===== src/hw/rtl/tftp_rx_pkg.sv =====
// tftp_rx_pkg: shared types and constants of the tftp read-transfer receiver
// event codes, action and status codes, transfer stages, stream field widths
// no dependencies

package tftp_rx_pkg;

  // payload size of a full data block, shorter payload marks the last block
  localparam int unsigned BLOCK_BYTES = 512;

  localparam int unsigned TidW      = 48;
  localparam int unsigned WordW     = 16;
  localparam int unsigned LenW      = 10;
  localparam int unsigned RetryW    = 8;
  localparam int unsigned InDataW   = 128;
  localparam int unsigned OutDataW  = 40;
  localparam int unsigned CodeW     = 3;
  localparam int unsigned ApbAddrW  = 3;
  localparam int unsigned ApbDataW  = 32;

  localparam logic [RetryW-1:0] MaxRetriesRst = 8'd3;
  localparam logic [WordW-1:0]  OpcData       = 16'd3;
  localparam logic [ApbAddrW-1:0] RegMaxRetries = 3'd0;

  typedef enum logic [CodeW-1:0] {
    OP_START   = 3'd0,
    OP_TIMEOUT = 3'd1,
    OP_FRAME   = 3'd2,
    OP_SENT    = 3'd3,
    OP_SEND_ERR = 3'd4,
    OP_ABORT   = 3'd5
  } op_e;

  typedef enum logic [CodeW-1:0] {
    ACT_NONE    = 3'd0,
    ACT_REQUEST = 3'd1,
    ACT_ACK     = 3'd2,
    ACT_RECEIVE = 3'd3,
    ACT_FINISH  = 3'd4
  } act_e;

  typedef enum logic [CodeW-1:0] {
    STS_RUNNING    = 3'd0,
    STS_SUCCESS    = 3'd1,
    STS_TIMEOUT    = 3'd2,
    STS_BAD_SERVER = 3'd3,
    STS_REMOTE_ERR = 3'd4,
    STS_SINK_ERR   = 3'd5,
    STS_SEND_ERR   = 3'd6,
    STS_USER_ABORT = 3'd7
  } status_e;

  typedef enum logic [3:0] {
    STG_CONSTRUCTED = 4'b0001,
    STG_RUNNING     = 4'b0010,
    STG_ABORTED     = 4'b0100,
    STG_COMPLETED   = 4'b1000
  } stage_e;

  typedef struct packed {
    logic [WordW-1:0] link_error;
    logic             sink_ok;
    logic [LenW-1:0]  data_len;
    logic [WordW-1:0] remote_error;
    logic [WordW-1:0] blk_num;
    logic [WordW-1:0] opcode;
    logic             frame_ok;
    logic [TidW-1:0]  src_tid;
  } event_t;

  typedef struct packed {
    logic [WordW-1:0] status_detail;
    status_e          status;
    logic             store_data;
    logic [WordW-1:0] ack_block;
  } result_t;

endpackage


===== src/hw/rtl/tftp_read_transfer_receiver_top.sv =====
// tftp_read_transfer_receiver_top: download side of a tftp transfer
// takes one event beat, returns one action beat; uses tftp_rx_pkg
//
//  channel   dir  handshake                 payload
//  s_axis    in   tvalid/tready             tuser op, tdata event fields
//  m_axis    out  tvalid/tready             tuser action, tdata result fields
//  apb       in   psel/penable/pwrite/pready  max_retries at byte address 0
//
// one event beat per cycle while result beats are taken; from accept to result
// beat an event passes an input register, then the transfer state logic writing the result register
// rst_ni clears the transfer state and sets max_retries to 3
// a stalled result holds in the result register; one more event waits in the
// input register, then s_axis_tready drops until the result beat is taken

module tftp_read_transfer_receiver_top (
  input  logic                              clk_i,
  input  logic                              rst_ni,
  // event beat
  input  logic                              s_axis_tvalid,
  output logic                              s_axis_tready,
  // src_tid, frame_ok, opcode, block number, remote_error, data_len, sink_ok,
  // link_error, 4 unused bits
  input  logic [tftp_rx_pkg::InDataW-1:0]   s_axis_tdata,
  // op
  input  logic [tftp_rx_pkg::CodeW-1:0]     s_axis_tuser,
  // action beat
  output logic                              m_axis_tvalid,
  input  logic                              m_axis_tready,
  // ack_block, store_data, status, status_detail, 4 zero bits
  output logic [tftp_rx_pkg::OutDataW-1:0]  m_axis_tdata,
  // action
  output logic [tftp_rx_pkg::CodeW-1:0]     m_axis_tuser,
  // configuration
  input  logic                              psel,
  input  logic                              penable,
  input  logic                              pwrite,
  input  logic [tftp_rx_pkg::ApbAddrW-1:0]  paddr,
  input  logic [tftp_rx_pkg::ApbDataW-1:0]  pwdata,
  output logic [tftp_rx_pkg::ApbDataW-1:0]  prdata,
  output logic                              pready
);

  localparam int unsigned EvW  = $bits(tftp_rx_pkg::event_t);
  localparam int unsigned ResW = $bits(tftp_rx_pkg::result_t);

  // configuration register
  logic [tftp_rx_pkg::RetryW-1:0] max_retries_q;
  logic                           cfg_wr;

  assign pready = 1'b1;
  assign cfg_wr = psel & penable & pwrite & (paddr[tftp_rx_pkg::ApbAddrW-1:2] == 1'b0);

  always_ff @(posedge clk_i or negedge rst_ni) begin
    if (!rst_ni) begin
      max_retries_q <= tftp_rx_pkg::MaxRetriesRst;
    end else if (cfg_wr) begin
      max_retries_q <= pwdata[tftp_rx_pkg::RetryW-1:0];
    end
  end

  always_comb begin
    prdata = '0;
    if (paddr[tftp_rx_pkg::ApbAddrW-1:2] == 1'b0) begin
      prdata = {{(tftp_rx_pkg::ApbDataW - tftp_rx_pkg::RetryW){1'b0}}, max_retries_q};
    end
  end

  // pipeline handshake
  logic in_valid_q;
  logic out_valid_q;
  logic advance;
  logic in_take;

  assign advance       = in_valid_q & (~out_valid_q | m_axis_tready);
  assign s_axis_tready = ~in_valid_q | advance;
  assign in_take       = s_axis_tvalid & s_axis_tready;
  assign m_axis_tvalid = out_valid_q;

  always_ff @(posedge clk_i or negedge rst_ni) begin
    if (!rst_ni) begin
      in_valid_q  <= 1'b0;
      out_valid_q <= 1'b0;
    end else begin
      if (s_axis_tready) begin
        in_valid_q <= s_axis_tvalid;
      end
      if (advance) begin
        out_valid_q <= 1'b1;
      end else if (m_axis_tready) begin
        out_valid_q <= 1'b0;
      end
    end
  end

  // input register, payload only
  tftp_rx_pkg::event_t ev_q;
  tftp_rx_pkg::op_e    op_q;

  always_ff @(posedge clk_i) begin
    if (in_take) begin
      ev_q <= tftp_rx_pkg::event_t'(s_axis_tdata[EvW-1:0]);
      op_q <= tftp_rx_pkg::op_e'(s_axis_tuser);
    end
  end

  // transfer state
  tftp_rx_pkg::stage_e             stage_q, stage_d;
  logic [tftp_rx_pkg::WordW-1:0]   last_blk_q, last_blk_d;
  logic [tftp_rx_pkg::RetryW-1:0]  retries_q, retries_d;
  logic [tftp_rx_pkg::TidW-1:0]    server_q, server_d;
  logic                            server_known_q, server_known_d;
  logic                            final_q, final_d;

  // result of the current event
  tftp_rx_pkg::act_e    act_d;
  tftp_rx_pkg::result_t res_d;

  logic                           live;
  logic                           retry_gone;
  logic [tftp_rx_pkg::RetryW-1:0] retries_inc;
  logic [tftp_rx_pkg::WordW-1:0]  next_blk;
  logic                           short_blk;

  assign live        = (stage_q == tftp_rx_pkg::STG_RUNNING) |
                       (stage_q == tftp_rx_pkg::STG_ABORTED);
  // budget check happens before the count goes up, count saturates
  assign retry_gone  = retries_q >= max_retries_q;
  assign retries_inc = (retries_q == '1) ? retries_q : retries_q + 1'b1;
  assign next_blk    = last_blk_q + 1'b1;
  assign short_blk   = {{(tftp_rx_pkg::WordW - tftp_rx_pkg::LenW){1'b0}}, ev_q.data_len}
                       != tftp_rx_pkg::WordW'(tftp_rx_pkg::BLOCK_BYTES);

  always_comb begin
    stage_d        = stage_q;
    last_blk_d     = last_blk_q;
    retries_d      = retries_q;
    server_d       = server_q;
    server_known_d = server_known_q;
    final_d        = final_q;
    act_d          = tftp_rx_pkg::ACT_NONE;
    res_d          = '0;

    unique case (op_q)
      tftp_rx_pkg::OP_START: begin
        if (stage_q == tftp_rx_pkg::STG_CONSTRUCTED) begin
          stage_d = tftp_rx_pkg::STG_RUNNING;
          act_d   = tftp_rx_pkg::ACT_REQUEST;
        end
      end
      tftp_rx_pkg::OP_TIMEOUT: begin
        if (stage_q == tftp_rx_pkg::STG_ABORTED) begin
          stage_d    = tftp_rx_pkg::STG_COMPLETED;
          act_d      = tftp_rx_pkg::ACT_FINISH;
          res_d.status = tftp_rx_pkg::STS_USER_ABORT;
        end else if (live) begin
          retries_d = retries_inc;
          if (retry_gone) begin
            stage_d      = tftp_rx_pkg::STG_COMPLETED;
            act_d        = tftp_rx_pkg::ACT_FINISH;
            res_d.status = tftp_rx_pkg::STS_TIMEOUT;
          end else if (last_blk_q == '0) begin
            // nothing received yet, repeat the read request
            act_d = tftp_rx_pkg::ACT_REQUEST;
          end else begin
            act_d           = tftp_rx_pkg::ACT_ACK;
            res_d.ack_block = last_blk_q;
          end
        end
      end
      tftp_rx_pkg::OP_FRAME: begin
        if (stage_q == tftp_rx_pkg::STG_ABORTED) begin
          stage_d      = tftp_rx_pkg::STG_COMPLETED;
          act_d        = tftp_rx_pkg::ACT_FINISH;
          res_d.status = tftp_rx_pkg::STS_USER_ABORT;
        end else if (live) begin
          if (server_known_q && (server_q != ev_q.src_tid)) begin
            // frame from a stranger counts against the retry budget
            retries_d = retries_inc;
            if (retry_gone) begin
              stage_d      = tftp_rx_pkg::STG_COMPLETED;
              act_d        = tftp_rx_pkg::ACT_FINISH;
              res_d.status = tftp_rx_pkg::STS_BAD_SERVER;
            end else begin
              act_d = tftp_rx_pkg::ACT_RECEIVE;
            end
          end else begin
            // first frame latches the server transfer id
            if (!server_known_q) begin
              server_d       = ev_q.src_tid;
              server_known_d = 1'b1;
            end
            if (!ev_q.frame_ok) begin
              act_d = tftp_rx_pkg::ACT_RECEIVE;
            end else if (ev_q.opcode != tftp_rx_pkg::OpcData) begin
              stage_d             = tftp_rx_pkg::STG_COMPLETED;
              act_d               = tftp_rx_pkg::ACT_FINISH;
              res_d.status        = tftp_rx_pkg::STS_REMOTE_ERR;
              res_d.status_detail = ev_q.remote_error;
            end else if (ev_q.blk_num != next_blk) begin
              // out of order block, ack it and keep state
              act_d           = tftp_rx_pkg::ACT_ACK;
              res_d.ack_block = ev_q.blk_num;
            end else begin
              last_blk_d       = ev_q.blk_num;
              res_d.store_data = 1'b1;
              if (!ev_q.sink_ok) begin
                stage_d      = tftp_rx_pkg::STG_COMPLETED;
                act_d        = tftp_rx_pkg::ACT_FINISH;
                res_d.status = tftp_rx_pkg::STS_SINK_ERR;
              end else begin
                retries_d       = '0;
                act_d           = tftp_rx_pkg::ACT_ACK;
                res_d.ack_block = ev_q.blk_num;
                if (short_blk) begin
                  final_d = 1'b1;
                end
              end
            end
          end
        end
      end
      tftp_rx_pkg::OP_SENT: begin
        if (live) begin
          if (final_q) begin
            stage_d      = tftp_rx_pkg::STG_COMPLETED;
            act_d        = tftp_rx_pkg::ACT_FINISH;
            res_d.status = tftp_rx_pkg::STS_SUCCESS;
          end else begin
            act_d = tftp_rx_pkg::ACT_RECEIVE;
          end
        end
      end
      tftp_rx_pkg::OP_SEND_ERR: begin
        if (live) begin
          stage_d             = tftp_rx_pkg::STG_COMPLETED;
          act_d               = tftp_rx_pkg::ACT_FINISH;
          res_d.status        = tftp_rx_pkg::STS_SEND_ERR;
          res_d.status_detail = ev_q.link_error;
        end
      end
      tftp_rx_pkg::OP_ABORT: begin
        if (stage_q == tftp_rx_pkg::STG_RUNNING) begin
          stage_d = tftp_rx_pkg::STG_ABORTED;
        end
      end
      default: begin
        // unused event codes are ignored
      end
    endcase
  end

  always_ff @(posedge clk_i or negedge rst_ni) begin
    if (!rst_ni) begin
      stage_q        <= tftp_rx_pkg::STG_CONSTRUCTED;
      last_blk_q     <= '0;
      retries_q      <= '0;
      server_q       <= '0;
      server_known_q <= 1'b0;
      final_q        <= 1'b0;
    end else if (advance) begin
      stage_q        <= stage_d;
      last_blk_q     <= last_blk_d;
      retries_q      <= retries_d;
      server_q       <= server_d;
      server_known_q <= server_known_d;
      final_q        <= final_d;
    end
  end

  // result register, payload only
  tftp_rx_pkg::act_e    act_q;
  tftp_rx_pkg::result_t res_q;

  always_ff @(posedge clk_i) begin
    if (advance) begin
      act_q <= act_d;
      res_q <= res_d;
    end
  end

  assign m_axis_tuser = act_q;
  assign m_axis_tdata = {{(tftp_rx_pkg::OutDataW - ResW){1'b0}}, res_q};

`ifndef ASSERT_OFF
  // a finish beat always leaves the transfer completed
  a_finish_completes: assert property (@(posedge clk_i) disable iff (!rst_ni)
    advance && (act_d == tftp_rx_pkg::ACT_FINISH) |=>
      stage_q == tftp_rx_pkg::STG_COMPLETED)
    else $error("finish without completed stage");

  // completed is terminal
  a_completed_sticks: assert property (@(posedge clk_i) disable iff (!rst_ni)
    stage_q == tftp_rx_pkg::STG_COMPLETED |=> stage_q == tftp_rx_pkg::STG_COMPLETED)
    else $error("left completed stage");

  // status only reported with a finish
  a_status_on_finish: assert property (@(posedge clk_i) disable iff (!rst_ni)
    out_valid_q && (res_q.status != tftp_rx_pkg::STS_RUNNING) |->
      act_q == tftp_rx_pkg::ACT_FINISH)
    else $error("status on non-finish beat");

  // payload goes to the sink only with an ack or a sink error
  a_store_action: assert property (@(posedge clk_i) disable iff (!rst_ni)
    out_valid_q && res_q.store_data |->
      (act_q == tftp_rx_pkg::ACT_ACK) ||
      (res_q.status == tftp_rx_pkg::STS_SINK_ERR))
    else $error("store flag on wrong action");
`endif

endmodule

===== config.mk =====
export PLATFORM = sky130hd
export DESIGN_NAME = tftp_read_transfer_receiver_top
export DESIGN_NICKNAME = d
export VERILOG_FILES = /design/src/hw/rtl/tftp_rx_pkg.sv /design/src/hw/rtl/tftp_read_transfer_receiver_top.sv
export SDC_FILE = /design/constraint.sdc
export NUM_CORES = 1
export LEC_CHECK = 0
export ABC_AREA = 1
export BUFFER_PORTS_ARGS = -buffer_cell sky130_fd_sc_hd__buf_4
export CORE_MARGIN = 2
export CORE_UTILIZATION = 40
export DETAILED_ROUTE_END_ITERATION = 10
export SETUP_SLACK_MARGIN = 0.4
export SLEW_MARGIN = 10
export SYNTH_ARGS = -nofsm -noshare
export SYNTH_HDL_FRONTEND = slang
export SYNTH_SLANG_ARGS = --single-unit

===== constraint.sdc =====
create_clock -name clk_i -period 5.7 [get_ports clk_i]
set_input_delay 0.57 -clock clk_i [delete_from_list [all_inputs] [get_ports clk_i]]
set_output_delay 0.57 -clock clk_i [all_outputs]
set_load 0.005 [all_outputs]

; Word level (Yosys, flattened, before mapping)
; Index checks and enable logic that the tools add are counted.
[word_totals]
regBits = 254
input_bits = 173
[classes]
add_sub_neg = 2
order_cmp = 1
n_eq_ne = 31
mux = 82
bitwise_logic = 19
n_reduce_logical = 13
[ops]
columns = cell, n
row1 = $mux W16, 10
row2 = $mux W4, 22
row3 = $mux W8, 11
row4 = $mux W36, 2
row5 = $pmux W16 S2, 2
row6 = $mux W3, 19
row7 = $ne A48 B48 Y1, 1
row8 = $mux W17, 2
row9 = $pmux W4 S6, 1
row10 = $reduce_and A10 Y1, 2
row11 = $mux W19, 1
row12 = $ne A2 B2 Y1 const B, 9
row13 = $ne A3 B3 Y1 const B, 6
row14 = $add A16 B1 Y16 const B, 1
row15 = $logic_not A16 Y1, 1
row16 = $ne A16 B16 Y1, 1
row17 = $ne A16 B2 Y1 const B, 1
row18 = $pmux W8 S2, 1
row19 = $pmux W3 S5, 1
row20 = $pmux W3 S4, 1
row21 = $reduce_and A12 Y1, 1
row22 = $not A1 Y1, 11
row23 = $ne A10 B10 Y1 const B, 1
row24 = $ne A5 B5 Y1 const B, 2
row25 = other kinds (22), 38

; Longest topological paths before layout
[logic_depth]
ltp_word = 15
depth_mapped = 16

; Worst setup path before layout
; No wires, ideal clock.
[synth_path]
path_type = input-to-reg
startpoint = in m_axis_tready
endpoint = reg ev_q[0] (netlist bit), enable pin
t_arrival_ns = 3.260
required_time_ns = 5.220
setup_slack_ns = 1.959
stages = 4
path_cell_list = inv_1 > nand3_1 > nand2_1 > inv_1
[synth_via]
elab_chain_len = 4
[synth_lines]
columns = item, line
row1 = "start, declared", tftp_read_transfer_receiver_top.sv:28  ; input logic m_axis_tready,
row2 = $or A1 B1 Y1, tftp_read_transfer_receiver_top.sv:74  ; assign advance = in_valid_q & (~out_valid_q | m_axis_tready);
row3 = $and A1 B1 Y1, tftp_read_transfer_receiver_top.sv:74
row4 = $or A1 B1 Y1, tftp_read_transfer_receiver_top.sv:75  ; assign s_axis_tready = ~in_valid_q | advance;
row5 = named net s_axis_tready, tftp_read_transfer_receiver_top.sv:20  ; output logic s_axis_tready,
row6 = $and A1 B1 Y1, tftp_read_transfer_receiver_top.sv:76  ; assign in_take = s_axis_tvalid & s_axis_tready;
row7 = named net in_take, tftp_read_transfer_receiver_top.sv:72  ; logic in_take;
row8 = "end signal, assigned", tftp_read_transfer_receiver_top.sv:101  ; ev_q <= tftp_rx_pkg::event_t'(s_axis_tdata[EvW-1:0]);
row9 = "end, declared", tftp_read_transfer_receiver_top.sv:96  ; tftp_rx_pkg::event_t ev_q;
; The timed path passes the listed nets, and every way through them passes these cells.
; A chain may end at the register's enable or synchronous reset.

; Final worst setup path
[layout_path]
startpoint = reg op_q[1]
endpoint = reg server_q[4] (netlist bit)
[layout_via]
elab_chain_len = 2
[layout_lines]
columns = item, line
row1 = "start, declared", tftp_read_transfer_receiver_top.sv:97  ; tftp_rx_pkg::op_e op_q;
row2 = "start signal, assigned", tftp_read_transfer_receiver_top.sv:102  ; op_q <= tftp_rx_pkg::op_e'(s_axis_tuser);
row3 = $eq A3 B2 Y1, tftp_read_transfer_receiver_top.sv:143  ; unique case (op_q)
row4 = $reduce_and A6 Y1 (no source line), n/a
row5 = "end signal, assigned", tftp_read_transfer_receiver_top.sv:264  ; server_q <= server_d;
row6 = "end, declared", tftp_read_transfer_receiver_top.sv:110  ; logic [tftp_rx_pkg::TidW-1:0] server_q, server_d;
; No other way between the ends.

==> flow_metrics.tcl <==
set metrics [dict create \
    synth.distinct_cells 43 \
    synthXorXnorAreaFrac_pct 4.18 \
    io_pins 251 \
    cpPeakStageDelay_ps 910 \
    start_kind "register" \
    place_ws_ps 2490 \
    syn_area_per_cell_sq_um 10.7 \
    cpMaxStageDelayCell "nor3_4" \
    cts_resized 0 \
    grt_pass1_vias 7863 \
    p_leak_nw 6.45 \
    first_iter_violations 453 \
    finalCritPeriodShare_pct 56.7 \
    core_area_sq_um 28500 \
    crit_chain "inv_1 > nor3_1 > buf_4 > nand2_1 > inv_1 > nand2_1 > nor3_4 > buf_4 > mux2_2" \
    synth-simple-area-share_pct 19.0 \
    routed_wl_um 24800 \
    critPathMaxFanout 30 \
    synthTopCellsByArea "edfxtp_1 43%, dfrtp_1 18%, nand2_1 9.8%" \
    ys_async_sr_fraction_pct 34.6 \
    via_per_inst 4.67 \
    wl_per_cell_um 14.7 \
    clockBufferDepth 3 \
    synthAdderAreaFrac_pct 1.19 \
    cts_root_buf "clkbuf_16" \
    rows 62 \
    relSlewSlack_pct 23.7 \
    cts.sink_count 254 \
    path_class "reg2reg" \
    grt_use_total_pct 16.5 \
    vias 7889 \
    drc_errors 0 \
    drive_gt1_share_pct 23.8 \
    place_area_sq_um 13300 \
    status "complete, no violations" \
    first_pass_iters 4 \
    dpl.hpwl_um 17500 \
    synth_top_family_by_area "simple AND/OR/NAND/NOR gates" \
    period_needed_ps 3230 \
    ir_drop_v 0.000249 \
    power.density_nw_per_um2 318 \
    initial_utilization_pct 40.4 \
    cts_tree "yes" \
    arrival_ps 3670 \
    slew_violations 0 \
    ant_nets 0 \
    skew_ps 13.3 \
    fin_ws_ps 2470 \
    area_delta_synth_final_pct 24.0 \
    syn_inst 1076 \
    dieHeight_um 174 \
    postCtsSetupBuffers 0 \
    synth_compound_area_share_pct 2.94 \
    die_area_sq_um 30200 \
    synth_mux_area_share_pct 4.20 \
    yosysSeqAreaShare_pct 62.3 \
    maxCapViolations 0 \
    final.fill_count 2627 \
    ys_seq_elements 254 \
    die_w_um 174 \
    ys_top_cells_by_count "301 x nand2_1, 166 x edfxtp_1, 91 x inv_1" \
    setup_viol 0 \
    hold_path_class "in2async" \
    grt_overflow 0 \
    finalNetCount 1465 \
    clk-insertion-delay-late_ps 560 \
    power.total_w 0.00455 \
    grt_max_degree 69 \
    final_design_area_no_fill_sq_um 14300 \
    tns_ps 0 \
    cts_hold_buf 0 \
    end_kind "register" \
    synth_top_area_cell "edfxtp_1" \
    tightest_slew_ps 1140 \
    critPathTopFamily "simple AND/OR/NAND/NOR gates" \
    cts.clk_slew.worst_paths_ps 60 \
    htree_levels 1 \
    grt_first_pass_wirelength_um 40200 \
    synth-edff-count 166 \
    required_ps 6130 \
    antenna_found_initial 0 \
    diodes 0 \
    portBuffers 191 \
    cts_buffers 29 \
    finalHoldViolCount 0 \
    synth_top_area_share_pct 43.2 \
    yosys_most_used_dff "edfxtp_1" \
    gp_congestion 0.854 \
    cp_num_buf_inv 4 \
    ys.warnings.count 0 \
    synth_most_common_cell "nand2_1" \
    rsz0062_at_grt "false" \
    netlist_area_sq_um 11500 \
    fmax_mhz 309 \
]
==> report_power, final <==
| group | switching (W) | internal (W) |
|---|---|---|
| logic | 0.000221 | 0.000184 |
| clock network | 0.000747 | 0.00121 |
| registers | 0.0000648 | 0.00212 |
==> worst reg2reg max path: stages (launching register included) <==
cell	delay, ps
edfxtp_1	430
inv_1	90
nor3_1	160
buf_4	230
nand2_1	90
inv_1	110
nand2_1	170
nor3_4	910
buf_4	510
mux2_2	400
==> kinds of logic after synthesis <==
logic type               after synthesis
XOR/XNOR                              55
flip-flops                           254
buffers and inverters                145
adder cells (fa/ha/maj)               11
AND/OR/NAND/NOR                      505
other                                  2
AO/OA/AOI/OAI                         61
multiplexers                          43
==> cells in the final DEF (no fill, tap or decap), types with 5 or more instances in the layout <==
cell type and instances:
mux2_2 43, o21ai_1 8, nand3_1 70, ha_1 11
nand3b_1 5, inv_1 89, nand4_1 17, buf_4 198
xor2_1 9, clkbuf_16 32, nor4_1 9, a21oi_1 22
nor3_1 14, edfxtp_1 166, xnor2_1 46, nor2_4 5
o21ai_0 22, nand2_1 301, clkbuf_1 7, dfrtp_1 85
conb_1 29, clkbuf_8 7, nor2_1 68
==> final cells by class <==
type	count	area, sq um	area share, %
Timing Repair Buffer	198	1490	10.4
Tap cell	384	480	3.36
Multi-Input combinational cell	704	3750	26.2
Clock inverter	8	113	0.788
Clock buffer	46	923	6.46
Sequential cell	254	7190	50.3
Inverter	94	355	2.49
==> sequential cells by signal (all words and copies together), names as in the netlist <==
signal          flops
ev_q              124
server_q           48
m_axis_tdata       36
last_blk_q         16
max_retries_q       8
retries_q           8
stage_q             4
m_axis_tuser        3
op_q                3
final_q             1
in_valid_q          1
m_axis_tvalid       1
server_known_q      1
==> per-layer routing <==
| metal | share of wire, % | up-vias | global-route usage [%] |
|---|---|---|---|
| met1 | 44 | 3693 | 21.3 |
| met3 | 5.9 | 48 | 3.62 |
| met2 | 47 | 198 | 27.7 |
| li1 | - | 3950 | - |
| met5 | 0 | - | 0 |
| met4 | 3.0 | 0 | 5.22 |
==> metrics by stage <==
| stage | hold WS (ps) | utilization (%) | instances |
|---|---|---|---|
| global route | 55.0 | 50.1 | 1688 |
| finish | 22.8 | 50.1 | 1688 |
| detailed placement | 454 | 46.5 | 1634 |
| global placement | 453 | 46.5 | 1634 |
| CTS | 34.0 | 50.1 | 1688 |
| floorplan | 274 | - | 1103 |
==> path summary, 6_finish.rpt <==
path,depth (start not counted),startpoint,endpoint,slack [ps]
setup / recovery,9,op_q[1],server_q[4],2470
max in group asynchronous,2,rst_ni,server_q[39],4590
min in group clk_i,1,s_axis_tdata[101],ev_q[101],180
hold / removal,1,rst_ni,server_q[26],20
setup reg to reg,9,op_q[1],server_q[4],2470
hold reg to reg,2,stage_q[0],stage_q[0],460
Power figures use the tool's default switching activity.
